$ cat config.mk
export PLATFORM = sky130hd
export DESIGN_NAME = stack_machine_executor_core_flat
export DESIGN_NICKNAME = d
export VERILOG_FILES = /design/src/hw/rtl/sme_pkg.sv /design/src/hw/rtl/sme_in_if.sv /design/src/hw/rtl/sme_out_if.sv /design/src/hw/rtl/sme_ram.sv /design/src/hw/rtl/stack_machine_executor_core.sv /design/src/flat_wrapper.sv
export SDC_FILE = /design/constraint.sdc
export NUM_CORES = 1
export LEC_CHECK = 0
export BUFFER_PORTS_ARGS = -buffer_cell sky130_fd_sc_hd__buf_2
export CAP_MARGIN = 0
export CORE_AREA = 2 2 340 409
export CTS_CLUSTER_DIAMETER = 150
export DETAILED_ROUTE_END_ITERATION = 16
export DIE_AREA = 0 0 342 411
export GPL_ROUTABILITY_DRIVEN = 0
export HOLD_SLACK_MARGIN = 0.15
export PLACE_DENSITY = 0.52
export SYNTH_ARGS = -nofsm -noshare
export SYNTH_HDL_FRONTEND = slang
export SYNTH_SLANG_ARGS = --single-unit
$ cat constraint.sdc
create_clock -name clk -period 8.2 [get_ports clk]
set_input_delay 0.41 -clock clk [delete_from_list [all_inputs] [get_ports clk]]
set_output_delay 0.41 -clock clk [all_outputs]
set_load 0.1 [all_outputs]
$ cat src/hw/rtl/sme_pkg.sv
// Shared definitions for the stack machine executor: opcodes, status codes,
// write-back kinds and default sizing. No dependencies.
package sme_pkg;

	localparam int unsigned DEF_STACK_DEPTH = 16;
	localparam int unsigned NUM_REGS        = 3;
	localparam int unsigned DATA_W          = 32;

	typedef enum logic [3:0] {
		OP_PUSH  = 4'd0,
		OP_ADD   = 4'd1,
		OP_POP   = 4'd2,
		OP_SET   = 4'd3,
		OP_GET   = 4'd4,
		OP_MOVE  = 4'd5,
		OP_PRINT = 4'd6,
		OP_JUMP  = 4'd7,
		OP_HALT  = 4'd8
	} opcode_t;

	typedef enum logic [2:0] {
		ST_OK     = 3'd0,
		ST_UNDER  = 3'd1,
		ST_OVER   = 3'd2,
		ST_BADREG = 3'd3,
		ST_HALTED = 3'd4
	} status_t;

	// What the second stage writes back into the stack memory
	typedef enum logic [1:0] {
		WR_NONE = 2'd0,
		WR_DATA = 2'd1,
		WR_SUM  = 2'd2
	} wr_kind_t;

endpackage

$ cat src/hw/rtl/sme_in_if.sv
// Instruction request channel: valid/ready plus the decoded instruction fields.
// Depends on nothing.
interface sme_in_if;
	logic               valid;
	logic               ready;
	logic        [3:0]  func;
	logic signed [31:0] push_value;
	logic        [1:0]  reg_index;
	logic signed [31:0] set_value;

	modport source (output valid, func, push_value, reg_index, set_value, input ready);
	modport sink   (input valid, func, push_value, reg_index, set_value, output ready);
endinterface

$ cat src/hw/rtl/sme_out_if.sv
// Result request channel: valid/ready plus print flag, value and status.
// Depends on nothing.
interface sme_out_if;
	logic               valid;
	logic               ready;
	logic               print_valid;
	logic signed [31:0] print_value;
	logic        [2:0]  status;

	modport source (output valid, print_valid, print_value, status, input ready);
	modport sink   (input valid, print_valid, print_value, status, output ready);
endinterface

$ cat src/hw/rtl/sme_ram.sv
// Generic RAM: one write port, two read ports with registered read data.
// Depends on nothing.
module sme_ram #(
	parameter int unsigned WIDTH = 32,
	parameter int unsigned DEPTH = 16
) (
	input  logic                     clk,
	input  logic                     we,
	input  logic [$clog2(DEPTH)-1:0] waddr,
	input  logic [WIDTH-1:0]         wdata,
	input  logic                     re,
	input  logic [$clog2(DEPTH)-1:0] raddr0,
	input  logic [$clog2(DEPTH)-1:0] raddr1,
	output logic [WIDTH-1:0]         rdata0,
	output logic [WIDTH-1:0]         rdata1
);
	logic [WIDTH-1:0] mem_q [DEPTH];

	always_ff @(posedge clk) begin
		if (we) begin
			mem_q[waddr] <= wdata;
		end
		if (re) begin
			rdata0 <= mem_q[raddr0];
			rdata1 <= mem_q[raddr1];
		end
	end
endmodule

$ cat src/hw/rtl/stack_machine_executor_core.sv
// Stack machine executor top level: control, register file and pipeline.
// Depends on sme_pkg, sme_in_if, sme_out_if and sme_ram.
//
// Usage
//   instr  : one decoded instruction per request (func, push_value,
//            reg_index, set_value), taken when valid and ready are high.
//   result : exactly one result request per instruction, in order
//            (print_valid, print_value, status).
//   Path   : a result is offered on result once its instruction has passed
//            the stack memory read in the second stage and then the output
//            register; a stall on result can hold it in either.
//   Throughput: one instruction per cycle while results are drained; the
//            figure is set by the single write port of the stack memory,
//            which each instruction uses at most once in its second stage.
//   Reset : arst_n clears the stack count, the three registers, the halted
//            flag and the pipeline valids. The stack memory is not cleared;
//            only entries below the count are ever used.
//   Stall : when result is held off, the output register keeps its request,
//            the second stage holds with its read data, and instr.ready
//            drops only once that stage is also occupied.
module stack_machine_executor_core #(
	parameter int unsigned STACK_DEPTH = sme_pkg::DEF_STACK_DEPTH
) (
	input  logic          clk,
	input  logic          arst_n,
	sme_in_if.sink        instr,
	sme_out_if.source     result
);
	import sme_pkg::*;

	localparam int unsigned AW = $clog2(STACK_DEPTH);
	localparam int unsigned CW = $clog2(STACK_DEPTH + 1);

	// Architectural control state
	logic [CW-1:0]     count_q;
	logic              halted_q;
	logic [DATA_W-1:0] regs_q [NUM_REGS];

	// Second stage: read data arrives from the stack memory here
	logic              valid_s1;
	wr_kind_t          wr_s1;
	logic [AW-1:0]     waddr_s1;
	logic [DATA_W-1:0] wdata_s1;
	logic              pop_s1;
	status_t           status_s1;
	logic              hit0_s1;
	logic              hit1_s1;
	logic [DATA_W-1:0] fwd_data_s1;

	// Output register
	logic              out_valid_q;
	logic              out_print_valid_q;
	logic [DATA_W-1:0] out_print_value_q;
	status_t           out_status_q;

	logic accept;
	logic s1_adv;

	// Decode at accept
	status_t           dec_status;
	logic [CW-1:0]     dec_count;
	wr_kind_t          dec_wr;
	logic [AW-1:0]     dec_waddr;
	logic [DATA_W-1:0] dec_wdata;
	logic              dec_pop;
	logic              dec_halt;
	logic              dec_reg_we;
	logic [DATA_W-1:0] reg_rd;
	logic [CW-1:0]     cnt_m1;
	logic [CW-1:0]     cnt_m2;
	logic              full;

	// Memory port signals
	logic              ram_we;
	logic [DATA_W-1:0] ram_wdata;
	logic [DATA_W-1:0] ram_rd0;
	logic [DATA_W-1:0] ram_rd1;
	logic [DATA_W-1:0] rd0;
	logic [DATA_W-1:0] rd1;
	logic [DATA_W-1:0] sum;

	// Advance the second stage whenever the output register is free or emptying
	assign s1_adv       = valid_s1 && (!out_valid_q || result.ready);
	assign instr.ready  = !valid_s1 || s1_adv;
	assign accept       = instr.valid && instr.ready;

	assign cnt_m1 = count_q - CW'(1);
	assign cnt_m2 = count_q - CW'(2);
	assign full   = (count_q == CW'(STACK_DEPTH));

	// Register read for get; index three never reaches a push
	always_comb begin
		unique case (instr.reg_index)
			2'd0:    reg_rd = regs_q[0];
			2'd1:    reg_rd = regs_q[1];
			2'd2:    reg_rd = regs_q[2];
			default: reg_rd = '0;
		endcase
	end

	// Decode the instruction against the current count and halted flag.
	// Faults leave every piece of state untouched.
	always_comb begin
		dec_status = ST_OK;
		dec_count  = count_q;
		dec_wr     = WR_NONE;
		dec_waddr  = count_q[AW-1:0];
		dec_wdata  = instr.push_value;
		dec_pop    = 1'b0;
		dec_halt   = halted_q;
		dec_reg_we = 1'b0;
		if (halted_q) begin
			dec_status = ST_HALTED;
		end else begin
			unique case (instr.func)
				OP_PUSH: begin
					if (full) begin
						dec_status = ST_OVER;
					end else begin
						dec_wr    = WR_DATA;
						dec_count = count_q + CW'(1);
					end
				end
				OP_ADD: begin
					if (count_q < CW'(2)) begin
						dec_status = ST_UNDER;
					end else begin
						// sum lands in the slot of the lower operand
						dec_wr    = WR_SUM;
						dec_waddr = cnt_m2[AW-1:0];
						dec_count = cnt_m1;
					end
				end
				OP_POP: begin
					if (count_q == '0) begin
						dec_status = ST_UNDER;
					end else begin
						dec_pop   = 1'b1;
						dec_count = cnt_m1;
					end
				end
				OP_SET: begin
					if (instr.reg_index == 2'd3) begin
						dec_status = ST_BADREG;
					end else begin
						dec_reg_we = 1'b1;
					end
				end
				OP_GET: begin
					// bad register takes precedence over a full stack
					if (instr.reg_index == 2'd3) begin
						dec_status = ST_BADREG;
					end else if (full) begin
						dec_status = ST_OVER;
					end else begin
						dec_wr    = WR_DATA;
						dec_wdata = reg_rd;
						dec_count = count_q + CW'(1);
					end
				end
				OP_HALT: begin
					dec_halt   = 1'b1;
					dec_status = ST_HALTED;
				end
				default: begin
					// move, print, jump and unused codes do nothing
				end
			endcase
		end
	end

	// Control state updates at accept
	always_ff @(posedge clk or negedge arst_n) begin
		if (!arst_n) begin
			count_q  <= '0;
			halted_q <= 1'b0;
			for (int i = 0; i < NUM_REGS; i++) begin
				regs_q[i] <= '0;
			end
		end else if (accept) begin
			count_q  <= dec_count;
			halted_q <= dec_halt;
			if (dec_reg_we) begin
				regs_q[instr.reg_index] <= instr.set_value;
			end
		end
	end

	// Second stage; forward its write when the same edge samples that entry
	always_ff @(posedge clk or negedge arst_n) begin
		if (!arst_n) begin
			valid_s1 <= 1'b0;
		end else if (accept) begin
			valid_s1 <= 1'b1;
		end else if (s1_adv) begin
			valid_s1 <= 1'b0;
		end
	end

	always_ff @(posedge clk) begin
		if (accept) begin
			wr_s1       <= dec_wr;
			waddr_s1    <= dec_waddr;
			wdata_s1    <= dec_wdata;
			pop_s1      <= dec_pop;
			status_s1   <= dec_status;
			hit0_s1     <= ram_we && (waddr_s1 == cnt_m1[AW-1:0]);
			hit1_s1     <= ram_we && (waddr_s1 == cnt_m2[AW-1:0]);
			fwd_data_s1 <= ram_wdata;
		end
	end

	assign rd0       = hit0_s1 ? fwd_data_s1 : ram_rd0;
	assign rd1       = hit1_s1 ? fwd_data_s1 : ram_rd1;
	assign sum       = rd0 + rd1;
	assign ram_we    = s1_adv && (wr_s1 != WR_NONE);
	assign ram_wdata = (wr_s1 == WR_SUM) ? sum : wdata_s1;

	sme_ram #(
		.WIDTH (DATA_W),
		.DEPTH (STACK_DEPTH)
	) u_stack (
		.clk    (clk),
		.we     (ram_we),
		.waddr  (waddr_s1),
		.wdata  (ram_wdata),
		.re     (accept),
		.raddr0 (cnt_m1[AW-1:0]),
		.raddr1 (cnt_m2[AW-1:0]),
		.rdata0 (ram_rd0),
		.rdata1 (ram_rd1)
	);

	// Output register: load from the second stage, drop once taken
	always_ff @(posedge clk or negedge arst_n) begin
		if (!arst_n) begin
			out_valid_q <= 1'b0;
		end else if (s1_adv) begin
			out_valid_q <= 1'b1;
		end else if (result.ready) begin
			out_valid_q <= 1'b0;
		end
	end

	always_ff @(posedge clk) begin
		if (s1_adv) begin
			out_print_valid_q <= pop_s1;
			out_print_value_q <= pop_s1 ? rd0 : '0;
			out_status_q      <= status_s1;
		end
	end

	assign result.valid       = out_valid_q;
	assign result.print_valid = out_print_valid_q;
	assign result.print_value = out_print_value_q;
	assign result.status      = out_status_q;

	// Checks
	a_count_bound: assert property (@(posedge clk) disable iff (!arst_n)
		count_q <= CW'(STACK_DEPTH))
		else $error("stack count beyond depth");

	a_halt_sticky: assert property (@(posedge clk) disable iff (!arst_n)
		halted_q |=> halted_q && $stable(count_q))
		else $error("state moved after halt");

	a_s1_hold: assert property (@(posedge clk) disable iff (!arst_n)
		valid_s1 && !s1_adv |=> valid_s1 && $stable(waddr_s1) && $stable(wr_s1))
		else $error("second stage lost its instruction under stall");

	a_print_ok: assert property (@(posedge clk) disable iff (!arst_n)
		out_valid_q && out_print_valid_q |-> out_status_q == ST_OK)
		else $error("printed value with fault status");

	a_no_accept_when_held: assert property (@(posedge clk) disable iff (!arst_n)
		valid_s1 && out_valid_q && !result.ready |-> !instr.ready)
		else $error("instruction taken while pipeline held");

endmodule

$ cat src/flat_wrapper.sv
// flat-port wrapper written by rule: the top's interface ports become plain ports
module stack_machine_executor_core_flat import sme_pkg::*;
#(
	parameter int unsigned STACK_DEPTH = sme_pkg::DEF_STACK_DEPTH
)
  (clk, arst_n, instr_valid, instr_func, instr_push_value, instr_reg_index, instr_set_value, instr_ready, result_valid, result_print_valid, result_print_value, result_status, result_ready);
  sme_in_if instr_i ();
  sme_out_if result_i ();
  input  logic clk;
  input  logic arst_n;
  input wire logic [$bits(instr_i.valid)-1:0] instr_valid;
  input wire logic [$bits(instr_i.func)-1:0] instr_func;
  input wire logic [$bits(instr_i.push_value)-1:0] instr_push_value;
  input wire logic [$bits(instr_i.reg_index)-1:0] instr_reg_index;
  input wire logic [$bits(instr_i.set_value)-1:0] instr_set_value;
  output wire logic [$bits(instr_i.ready)-1:0] instr_ready;
  output wire logic [$bits(result_i.valid)-1:0] result_valid;
  output wire logic [$bits(result_i.print_valid)-1:0] result_print_valid;
  output wire logic [$bits(result_i.print_value)-1:0] result_print_value;
  output wire logic [$bits(result_i.status)-1:0] result_status;
  input wire logic [$bits(result_i.ready)-1:0] result_ready;
  assign instr_i.valid = instr_valid;
  assign instr_i.func = instr_func;
  assign instr_i.push_value = instr_push_value;
  assign instr_i.reg_index = instr_reg_index;
  assign instr_i.set_value = instr_set_value;
  assign instr_ready = instr_i.ready;
  assign result_valid = result_i.valid;
  assign result_print_valid = result_i.print_valid;
  assign result_print_value = result_i.print_value;
  assign result_status = result_i.status;
  assign result_i.ready = result_ready;
  stack_machine_executor_core #(.STACK_DEPTH(STACK_DEPTH)) u_core (.clk(clk), .arst_n(arst_n), .instr(instr_i), .result(result_i));
endmodule
==> results of run 1 <==
-- placed cells by master (no fill, tap or decap), types with 20 or more instances in the layout --
cell,synthesis,routed
mux2_1,72,72
clkbuf_16,0,82
and2_1,36,35
o21ai_0,21,21
buf_4,1,58
dfrtp_1,104,102
ha_1,36,34
nand2_1,95,95
nor2_1,77,65
a21o_1,22,22
buf_2,24,110
o21ai_1,53,53
mux4_2,320,320
mux2i_1,34,34
mux2_2,86,86
a21oi_1,65,65
xnor2_1,22,20
edfxtp_1,688,688
clkinv_1,0,21
xor2_1,21,20
dlygate4sd3_1,0,67
-- logic make-up (layout without fill, tap and decap cells) --
family,after synthesis,count (layout),synth area share (%)
flops,792,792,63.4
mux,512,512,25.4
simple gates,283,283,3.62
compound gates,218,218,3.67
buf+inv,142,392,1.63
xor+xnor,43,43,1.03
fa+ha+maj,38,38,1.31
-- synthesized netlist by cell type (all sizes together) (24+ instances only) --
library cell,instances
a21o,24
a21oi,65
and2,37
buf,46
clkbuf,87
dfrtp,104
edfxtp,688
ha,36
mux2,158
mux2i,34
mux4,320
nand2,95
nor2,77
o21ai,75
-- routing by layer --
| layer | share of wire [%] | vias to the layer above | global-route usage [%] |
|---|---|---|---|
| met5 | 0 | - | 0 |
| met4 | 2.5 | 0 | 4.62 |
| met3 | 5.3 | 137 | 2.05 |
| met2 | 51 | 650 | 25.5 |
| met1 | 41 | 10900 | 18.7 |
| li1 | - | 8663 | - |
-- through the flow --
| stage | area [um^2] | util, % | worst slack (ps) | power (mW) |
|---|---|---|---|---|
| 6_report | 42800 | 31.2 | 2760 | 15.5 |
| 5_1_grt | 42800 | 31.2 | 2490 | 16.3 |
| 4_1_cts | 42800 | 31.2 | 2760 | 15.7 |
| 3_5_place_dp | 39600 | 29.0 | 2850 | 12.1 |
| 3_3_place_gp | 39600 | 29.0 | 3120 | 12.1 |
| 2_1_floorplan | 36700 | - | 2730 | 10.3 |
-- critical path, cell delays in order (launching register included) --
cell      delay [ps]
edfxtp_1         800
buf_4            460
mux2_2           420
fa_1             430
a211oi_1         340
o21ai_1          160
a311o_1          460
a211oi_1         430
nor2_1           190
a211oi_1         350
xor2_1           120
o21ai_1          870
-- power by group through the flow --
stage / logic, mW / registers (mW) / clock network [mW]
6_report: 6.47 / 5.57 / 3.50
5_1_grt: 6.92 / 5.62 / 3.74
4_1_cts: 6.54 / 5.58 / 3.60
3_5_place_dp: 6.49 / 5.66 / 0
3_3_place_gp: 6.43 / 5.66 / 0
2_1_floorplan: 4.70 / 5.58 / 0
-- how the worst max path moves through the flow --
stage	cells past startpoint	to	start
4_1_cts	11	u_core.u_stack.mem_q[9][28]	u_core.hit1_s1
3_3_place_gp	11	u_core.u_stack.mem_q[0][28]	u_core.hit1_s1
6_report	11	u_core.u_stack.mem_q[9][28]	u_core.hit1_s1
2_1_floorplan	5	u_core.u_stack.mem_q[0][0]	u_core.result.valid
5_1_grt	11	u_core.u_stack.mem_q[9][28]	u_core.hit1_s1
3_5_place_dp	11	u_core.u_stack.mem_q[0][28]	u_core.hit1_s1
-- registers in the layout, summed over array words and instances (netlist names) --
signal and count:
u_core.count_q 5, u_core.status_s1 3, u_core.fwd_data_s1 32, u_core.wdata_s1 32, u_core.result.print_value 32, u_core.halted_q 1, u_core.hit1_s1 1, u_core.result.print_valid 1
u_core.valid_s1 1, u_core.u_stack.rdata1 32, u_core.pop_s1 1, u_core.waddr_s1 4, u_core.hit0_s1 1, u_core.u_stack.rdata0 32, u_core.result.valid 1, u_core.regs_q 96
u_core.result.status 3, u_core.wr_s1 2, u_core.u_stack.mem_q 512
-- final cells by class --
class | instances | area (um^2)
clock buffer | 96 | 2100
multi-input combinational | 1094 | 13100
timing repair buffer | 235 | 1660
tap | 1812 | 2270
fill | 13400 | 94100
sequential | 792 | 23300
clock inverter | 52 | 359
inverter | 9 | 38.8
==> flow_metrics.py, run 1 <==
metrics = {
    "floorplanning": {
        "num_rows": 149,
        "die_x_um": 342,
        "die_h_um": 411,
        "io_pins": 112,
        "coreArea_mm2": 0.137,
        "dieArea_mm2": 0.141,
        "start_util_pct": 26.8,
    },
    "setup_path": {
        "crit_path_end_kind": "flop",
        "worst-r2r-setup-slack_ps": 2760,
        "r2r-end": "u_core.u_stack.mem_q[9][28]",
        "cp-start-kind": "flop",
        "cp.required_ps": 8500,
        "worstSetupPathType": "flop to flop",
        "arrival_ps": 5740,
        "r2r_cells": 11,
        "r2r_start": "u_core.hit1_s1",
        "critPathMaxFanout": 23,
    },
    "placement": {
        "place_hpwl_mm": 63.9,
        "placed_cells": 3875,
        "portBuffers": 111,
    },
    "layout": {
        "syn2layout_area_growth_pct": 16.4,
        "drive_gt1_share_pct": 32.1,
        "fin_cells": 4090,
        "fin_nets": 2325,
        "diodes": 0,
    },
    "routing": {
        "num_vias": 20400,
        "routed_wl_mm": 103,
        "wl_per_cell_um": 25.2,
        "dr.pass1.iters": 5,
        "vias_per_cell": 4.98,
        "ant_nets": 0,
        "drt-initial-drc-count": 1627,
        "drc": 0,
    },
    "synth": {
        "syn_area_mm2": 0.0367,
        "netlist_top_cells_area": "edfxtp_1 56%, mux4_2 20%, dfrtp_1 7.1%, mux2_2 2.6%, mux2_1 2.2%",
        "synth_flop_cell": "edfxtp_1",
        "syn_nets": 2139,
        "synth_edf_count": 688,
        "synthArstFlopShare_pct": 13.1,
        "ys_seq_area_share_pct": 63.4,
        "yosysTopAreaCell": "edfxtp_1",
        "synth_top_area_share_pct": 56.3,
        "syn_inst": 2028,
        "ys_warn_count": 0,
        "synth.distinct_cells": 72,
        "syn_area_per_cell_um2": 18.1,
        "ys_ff_latch": 792,
    },
    "power": {
        "switching_share_pct": 34.6,
        "peakVddDrop_uv": 273,
        "p_seq_share_pct": 35.9,
        "p_sw_mw": 5.38,
        "cellPowerDensity_mw_per_mm2": 364,
        "power_frac_comb_pct": 41.6,
        "leakagePower_nw": 14.6,
        "clkPwrFrac_pct": 22.5,
        "p_int_mw": 10.2,
    },
    "timing": {
        "hold_viol": 0,
        "maxSlewViolCount": 0,
        "rsz0062_at_grt": "no",
        "slew_headroom_pct": 13.5,
        "post-route-min-period_ps": 5440,
        "worst_pin_slew_ps": 1290,
        "whs_ps": 190,
        "setup_viol": 0,
        "finalCritPeriodShare_pct": 66.4,
        "skew_ps": 31.9,
        "fmax_ghz": 0.184,
        "setup_tns_ps": 0,
    },
    "worst_hold_path": {
        "hold_depth": 3,
        "whs_endpoint": "u_core.wdata_s1[12]",
        "min_path_type": "input port to flop",
        "worstHoldStart": "instr_push_value[12]",
    },
    "global_route": {
        "grt_overflow": 0,
        "grt_pass1_vias": 21600,
        "grt_max_degree": 85,
        "grt_use_total_pct": 14.6,
        "grt_pass1_wl_mm": 151,
        "antenna_found_initial": 2,
    },
    "clock_tree": {
        "cts_tree": "built",
        "clkSlewWorstSetupHoldPaths_ps": 60,
        "clk_path_buf_depth": 3,
        "ctsRootBufferMaster": "clkbuf_16",
        "post_cts_resized": 0,
        "cts_buffers": 82,
        "h-tree-depth": 3,
        "cts_setup_buffers": 0,
        "clkSinkCount": 792,
        "ctsHoldBuffers": 67,
        "clock_latency_ps": 660,
    },
    "job": {
        "maxCapViolCount": 0,
    },
    "status": {
        "status": "finished, final reports clean",
    },
}
No activity file was read; power rests on OpenSTA's default activity.
==> run 2, diff against run 1 <==
==> constraint.sdc (replaced) <==
create_clock -name clk -period 5.1 [get_ports clk]
set_input_delay 0.255 -clock clk [delete_from_list [all_inputs] [get_ports clk]]
set_output_delay 0.255 -clock clk [all_outputs]
set_load 0.1 [all_outputs]
==> run 2 against run 1 <==
Against the previous run: worst setup slack got worse by 2300 ps; fmax rose by 17%; clock-buffer cell count rose by 10; critical path depth is the same; sequential share of layout area down 0.85 points; clock skew grew 10 ps.
==> flow_metrics.py, run 2 (synthesized netlist as in run 1, its figures left out) <==
metrics = {
    "status": {
        "status": "finished, final reports clean",
    },
    "routing": {
        "dr.pass1.iters": 5,
        "drt-initial-drc-count": 1650,
        "num_vias": 20600,
        "drc": 0,
        "routed_wl_mm": 104,
        "vias_per_cell": 4.99,
        "wl_per_cell_um": 25.1,
        "ant_nets": 0,
    },
    "timing": {
        "maxSlewViolCount": 0,
        "worst_slack_ps": 460,
        "rsz0062_at_grt": "no",
        "skew_ps": 42.2,
        "slew_headroom_pct": 16.4,
        "fmax_ghz": 0.215,
        "worst_pin_slew_ps": 1250,
        "setup_tns_ps": 0,
        "hold_viol": 0,
        "post-route-min-period_ps": 4640,
        "finalCritPeriodShare_pct": 91.0,
        "setup_viol": 0,
    },
    "placement": {
        "post-place-ws_ps": 341,
        "place_hpwl_mm": 65.4,
        "portBuffers": 111,
    },
    "layout": {
        "final_common_cell": "edfxtp_1",
        "drive_gt1_share_pct": 33.2,
        "syn2layout_area_growth_pct": 18.3,
        "diodes": 0,
        "fill_cells": 13200,
        "fin_nets": 2349,
        "fin_util_pct": 31.7,
        "top_register": "u_core.u_stack.mem_q",
        "largestRegisters": "u_core.u_stack.mem_q: 512 flops, u_core.regs_q: 96 flops",
        "final_cell_mix": "688 x edfxtp_1, 320 x mux4_2, 110 x buf_2, 102 x dfrtp_1, 95 x nand2_1",
        "largest_reg_flops": 512,
    },
    "floorplanning": {
        "die_h_um": 411,
        "dieArea_mm2": 0.141,
        "die_x_um": 342,
        "io_pins": 112,
        "start_util_pct": 26.8,
        "coreArea_mm2": 0.137,
        "num_rows": 149,
    },
    "setup_path": {
        "critPathTopFamily": "compound AO/OA/AOI/OAI gates",
        "critPathMaxFanout": 21,
        "worstSetupPathType": "flop to flop",
        "r2r-end": "u_core.u_stack.mem_q[1][30]",
        "cp.required_ps": 5420,
        "arrival_ps": 4960,
        "r2r_cells": 11,
        "slowest_delay_ps": 880,
        "cp-start-kind": "flop",
        "crit_path_cell_trace": "buf_4 > mux2_2 > fa_1 > a211oi_1 > o21ai_1 > a311o_1 > a211oi_1 > a211o_1 > o41ai_2 > xnor2_1 > o21ai_1",
        "cp_num_buf_inv": 1,
        "r2r_start": "u_core.hit0_s1",
        "crit_path_end_kind": "flop",
        "worst-r2r-setup-slack_ps": 460,
        "cp_slowest_cell": "o21ai_1",
    },
    "clock_tree": {
        "clk_path_buf_depth": 3,
        "clkSinkCount": 792,
        "cts_setup_buffers": 0,
        "h-tree-depth": 3,
        "clkSlewWorstSetupHoldPaths_ps": 60,
        "clock_latency_ps": 690,
        "cts_tree": "built",
        "ctsRootBufferMaster": "clkbuf_16",
        "cts_buffers": 84,
    },
    "global_route": {
        "grt_overflow": 0,
        "grt_use_total_pct": 14.7,
        "antenna_found_initial": 1,
        "grt_pass1_wl_mm": 152,
        "grt_max_degree": 113,
        "grt_pass1_vias": 21900,
    },
    "power": {
        "leakagePower_nw": 14.9,
        "cellPowerDensity_mw_per_mm2": 597,
        "peakVddDrop_uv": 447,
    },
    "job": {
        "maxCapViolCount": 0,
    },
    "worst_hold_path": {
        "min_path_type": "input port to asynchronous set/reset pin",
    },
}
==> run 2: cell types whose count changed in the layout (fill, tap and decap cells not counted), moves of 7 or more <==
| cell | change |
|---|---|
| bufinv_16 | +8 |
| dlygate4sd3_1 | +7 |
| buf_4 | +12 |
| clkbuf_8 | +7 |
| clkinv_1 | -9 |
==> run 2: through the flow <==
step / hold WS [ps] / power, mW / instance area, um^2 / cells
6_report: 191 / 25.9 / 43400 / 4121
5_1_grt: 233 / 27.1 / 43400 / 4121
4_1_cts: 166 / 26.2 / 43400 / 4121
3_5_place_dp: 361 / 19.6 / 39800 / 3890
3_3_place_gp: 346 / 19.6 / 39800 / 3890
2_1_floorplan: -40.6 / 16.5 / 36700 / 2028
==> run 2: how the worst max path moves through the flow <==
stage	from	endpoint	slack, ps	cells past startpoint
2_1_floorplan	u_core.result.valid	u_core.u_stack.mem_q[12][0]	490	5
3_3_place_gp	u_core.hit0_s1	u_core.u_stack.mem_q[0][24]	530	12
3_5_place_dp	u_core.hit0_s1	u_core.u_stack.mem_q[9][28]	340	12
4_1_cts	u_core.hit0_s1	u_core.u_stack.mem_q[14][28]	300	12
5_1_grt	u_core.hit0_s1	u_core.u_stack.mem_q[3][24]	100	12
6_report	u_core.hit0_s1	u_core.u_stack.mem_q[1][30]	460	11
==> run 2: area by class of cell <==
| class | instances | area (um^2) | area share [%] |
|---|---|---|---|
| Clock inverter | 51 | 593 | 1.37 |
| Timing Repair Buffer | 257 | 1880 | 4.32 |
| Inverter | 9 | 38.8 | 0.0893 |
| Clock buffer | 106 | 2300 | 5.29 |
| Multi-Input combinational cell | 1094 | 13100 | 30.1 |
| Sequential cell | 792 | 23300 | 53.6 |
| Tap cell | 1812 | 2270 | 5.22 |
==> run 2: report_power, final <==
part | internal [mW] | switching, mW | total, mW
sequential | 8.43 | 0.349 | 8.78
combinational | 4.88 | 5.85 | 10.7
clock | 3.78 | 2.64 | 6.42
==> run 2: worst reg2reg max path, cell delays in order (launching register included) <==
cell	delay [ps]
edfxtp_1	370
buf_4	330
mux2_2	420
fa_1	490
a211oi_1	350
o21ai_1	170
a311o_1	440
a211oi_1	270
a211o_1	260
o41ai_2	120
xnor2_1	170
o21ai_1	880
==> run 2: timing repair <==
item,4_1_cts,5_1_grt
setup endpoints to repair,0,17
endpoints found under the hold margin,193,0
resized for setup,0,1
hold buffers,74,0
==> run 2: metal layers <==
metal  vias up  track usage, %  part of all wire (%)
met5         -               0                     0
met4         0            3.99                   2.1
met3       129            2.51                   5.4
met2       638            25.0                    50
met1     11000            19.3                    42
li1       8738               -                     -
==> run 3, diff against run 2 <==
--- a/config.mk
+++ b/config.mk
@@ -12,8 +12,8 @@
 export DETAILED_ROUTE_END_ITERATION = 16
 export DIE_AREA = 0 0 342 411
 export GPL_ROUTABILITY_DRIVEN = 0
-export HOLD_SLACK_MARGIN = 0.15
-export PLACE_DENSITY = 0.52
+export HOLD_SLACK_MARGIN = 0.12
+export PLACE_DENSITY = 0.53
 export SYNTH_ARGS = -nofsm -noshare
 export SYNTH_HDL_FRONTEND = slang
 export SYNTH_SLANG_ARGS = --single-unit
==> constraint.sdc (replaced) <==
create_clock -name clk -period 4.25 [get_ports clk]
set_input_delay 0.2125 -clock clk [delete_from_list [all_inputs] [get_ports clk]]
set_output_delay 0.2125 -clock clk [all_outputs]
set_load 0.1 [all_outputs]
==> run 3 against run 2 <==
Against the previous run: non-clock buffer count increased by 3; largest cell class unchanged; fmax increased by 12%; sequential share of layout area about the same; worst setup slack got worse by 360 ps; critical path type unchanged; highest routed layer is now met5; critical path depth increased by 3; cell count unchanged; core utilization about the same; register-to-register slack got worse by 360 ps; via count decreased by 0.32%; combinational power increased by 22%; clock power increased by 11%.
==> flow_metrics.py, run 3 (synthesized netlist as in run 1, its figures left out) <==
metrics = {
    "routing": {
        "drt-initial-drc-count": 1909,
        "ant_nets": 0,
        "vias_per_cell": 4.97,
        "dr.pass1.iters": 5,
        "drc": 0,
        "num_vias": 20500,
        "routed_wl_mm": 101,
        "wl_per_cell_um": 24.6,
    },
    "floorplanning": {
        "dieArea_mm2": 0.141,
        "num_rows": 149,
        "start_util_pct": 26.8,
        "coreArea_mm2": 0.137,
        "die_h_um": 411,
        "die_x_um": 342,
        "io_pins": 112,
    },
    "global_route": {
        "grt_max_degree": 135,
        "grt_use_total_pct": 14.4,
        "antenna_found_initial": 2,
        "grt_overflow": 0,
        "grt_pass1_wl_mm": 149,
        "grt_pass1_vias": 21600,
    },
    "setup_path": {
        "critPathMaxFanout": 22,
        "cp.required_ps": 4720,
        "worstSetupPathType": "flop to flop",
        "r2r_start": "u_core.hit0_s1",
        "cp-start-kind": "flop",
        "r2r-end": "u_core.u_stack.mem_q[10][29]",
        "arrival_ps": 4630,
        "r2r_cells": 14,
        "worst-r2r-setup-slack_ps": 100,
        "crit_path_end_kind": "flop",
        "crit_start": "u_core.hit0_s1",
    },
    "layout": {
        "top_register": "u_core.u_stack.mem_q",
        "final_cell_mix": "688 x edfxtp_1, 320 x mux4_2, 110 x buf_2, 102 x dfrtp_1, 95 x nand2_1",
        "fin_nets": 2353,
        "syn2layout_area_growth_pct": 18.3,
        "largestRegisters": "u_core.u_stack.mem_q: 512 flops, u_core.regs_q: 96 flops",
        "drive_gt1_share_pct": 33.1,
        "seqCellArea_mm2": 0.0233,
        "final_common_cell": "edfxtp_1",
        "largest_reg_flops": 512,
        "fill_cells": 13200,
        "final_cell_area_mm2": 0.0434,
        "multi_input_area_mm2": 0.0131,
    },
    "power": {
        "p_sw_mw": 10.5,
        "power_frac_comb_pct": 42.7,
        "peakVddDrop_uv": 1100,
        "clkPwrFrac_pct": 23.2,
        "leakagePower_nw": 14.9,
        "switching_share_pct": 34.1,
        "p_seq_share_pct": 34.2,
        "p_int_mw": 20.2,
        "cellPowerDensity_mw_per_mm2": 707,
    },
    "timing": {
        "slew_headroom_pct": 17.5,
        "fmax_ghz": 0.241,
        "maxSlewViolCount": 0,
        "setup_tns_ps": 0,
        "post-route-min-period_ps": 4150,
        "hold_viol": 0,
        "whs_ps": 164,
        "worst_slack_ps": 95.6,
        "skew_ps": 32.9,
        "worst_pin_slew_ps": 1230,
        "setup_viol": 0,
        "rsz0062_at_grt": "yes",
        "finalCritPeriodShare_pct": 97.8,
    },
    "clock_tree": {
        "h-tree-depth": 3,
        "clock_latency_ps": 650,
        "cts_tree": "built",
        "clkSlewWorstSetupHoldPaths_ps": 60,
        "clk_path_buf_depth": 3,
        "clkSinkCount": 792,
        "ctsRootBufferMaster": "clkbuf_16",
        "cts_buffers": 85,
    },
    "placement": {
        "portBuffers": 111,
        "place_hpwl_mm": 63.2,
        "placed_cell_area_mm2": 0.0400,
        "post-place-ws_ps": -445,
    },
    "worst_hold_path": {
        "whs_endpoint": "u_core.pop_s1",
        "min_path_type": "input port to flop",
        "hold_depth": 3,
        "worstHoldStart": "instr_func[0]",
    },
    "status": {
        "status": "finished, final reports clean",
    },
    "job": {
        "maxCapViolCount": 0,
    },
}
-- run 3: changes by cell type in the layout (fill, tap and decap cells not counted), moves of 6 or more --
cell	delta
buf_12	+15
clkbuf_1	+11
o21ai_1	-10
buf_4	-9
o21ai_2	+9
bufinv_16	-6
clkinv_1	+6
-- run 3: through the flow --
stage	utilization, %	instances	power (mW)
final	31.7	4121	30.7
after global routing	31.7	4121	32.2
after CTS	31.7	4119	31.0
after detailed placement	29.2	3895	23.7
after global placement	29.2	3895	23.5
after floorplan	-	2028	19.8
-- run 3: power groups by stage --
stage / clock network, mW / registers [mW] / logic (mW)
floorplan: 0 / 10.8 / 9.07
global placement: 0 / 10.6 / 12.9
detailed placement: 0 / 10.6 / 13.0
CTS: 7.29 / 10.5 / 13.2
global route: 7.59 / 10.6 / 14.0
finish: 7.11 / 10.5 / 13.1
-- run 3: routing by layer --
metal	part of all wire, %	track usage (%)	wire (um)
met5	0.0069	0	7
met4	2.5	4.26	2530
met3	5.5	2.43	5570
met2	50	24.5	50700
met1	42	18.8	42600
-- run 3: worst max path at each step --
stage                                               to  slack, ps  depth (start not counted)
final                     u_core.u_stack.mem_q[10][29]        100                         14
after global routing      u_core.u_stack.mem_q[10][29]       -110                         14
after CTS                  u_core.u_stack.mem_q[9][28]        0.8                         12
after detailed placement  u_core.u_stack.mem_q[11][28]       -440                         12
after global placement     u_core.u_stack.mem_q[8][28]       -190                         12
after floorplan            u_core.u_stack.mem_q[12][0]       -360                          5
-- run 3: critical path, stage by stage (launching register included) --
cell and delay, ps:
edfxtp_1 390, buf_4 410, mux2_2 410, ha_1 310
buf_4 170, nand2_1 160, a21oi_1 60, a2bb2oi_1 130
and2_1 230, a221oi_1 470, o21ai_1 250, buf_4 220
o21a_1 170, o311ai_1 320, buf_4 270
-- run 3: final cells by class --
cell class / count / share of cell area, %
antenna: 1 / 0.00576
clock buffer: 113 / 5.28
clock inverter: 40 / 0.761
inverter: 9 / 0.0893
multi-input combinational: 1094 / 30.3
sequential: 792 / 53.6
tap: 1812 / 5.22
timing repair buffer: 260 / 4.79
-- run 3: repair_timing --
item,4_1_cts,5_1_grt
setup buffers,0,1
gates resized for setup,9,7
endpoints found under the hold margin,199,0
hold buffers,71,0
pin swaps,0,1
endpoints found under the setup margin,136,204
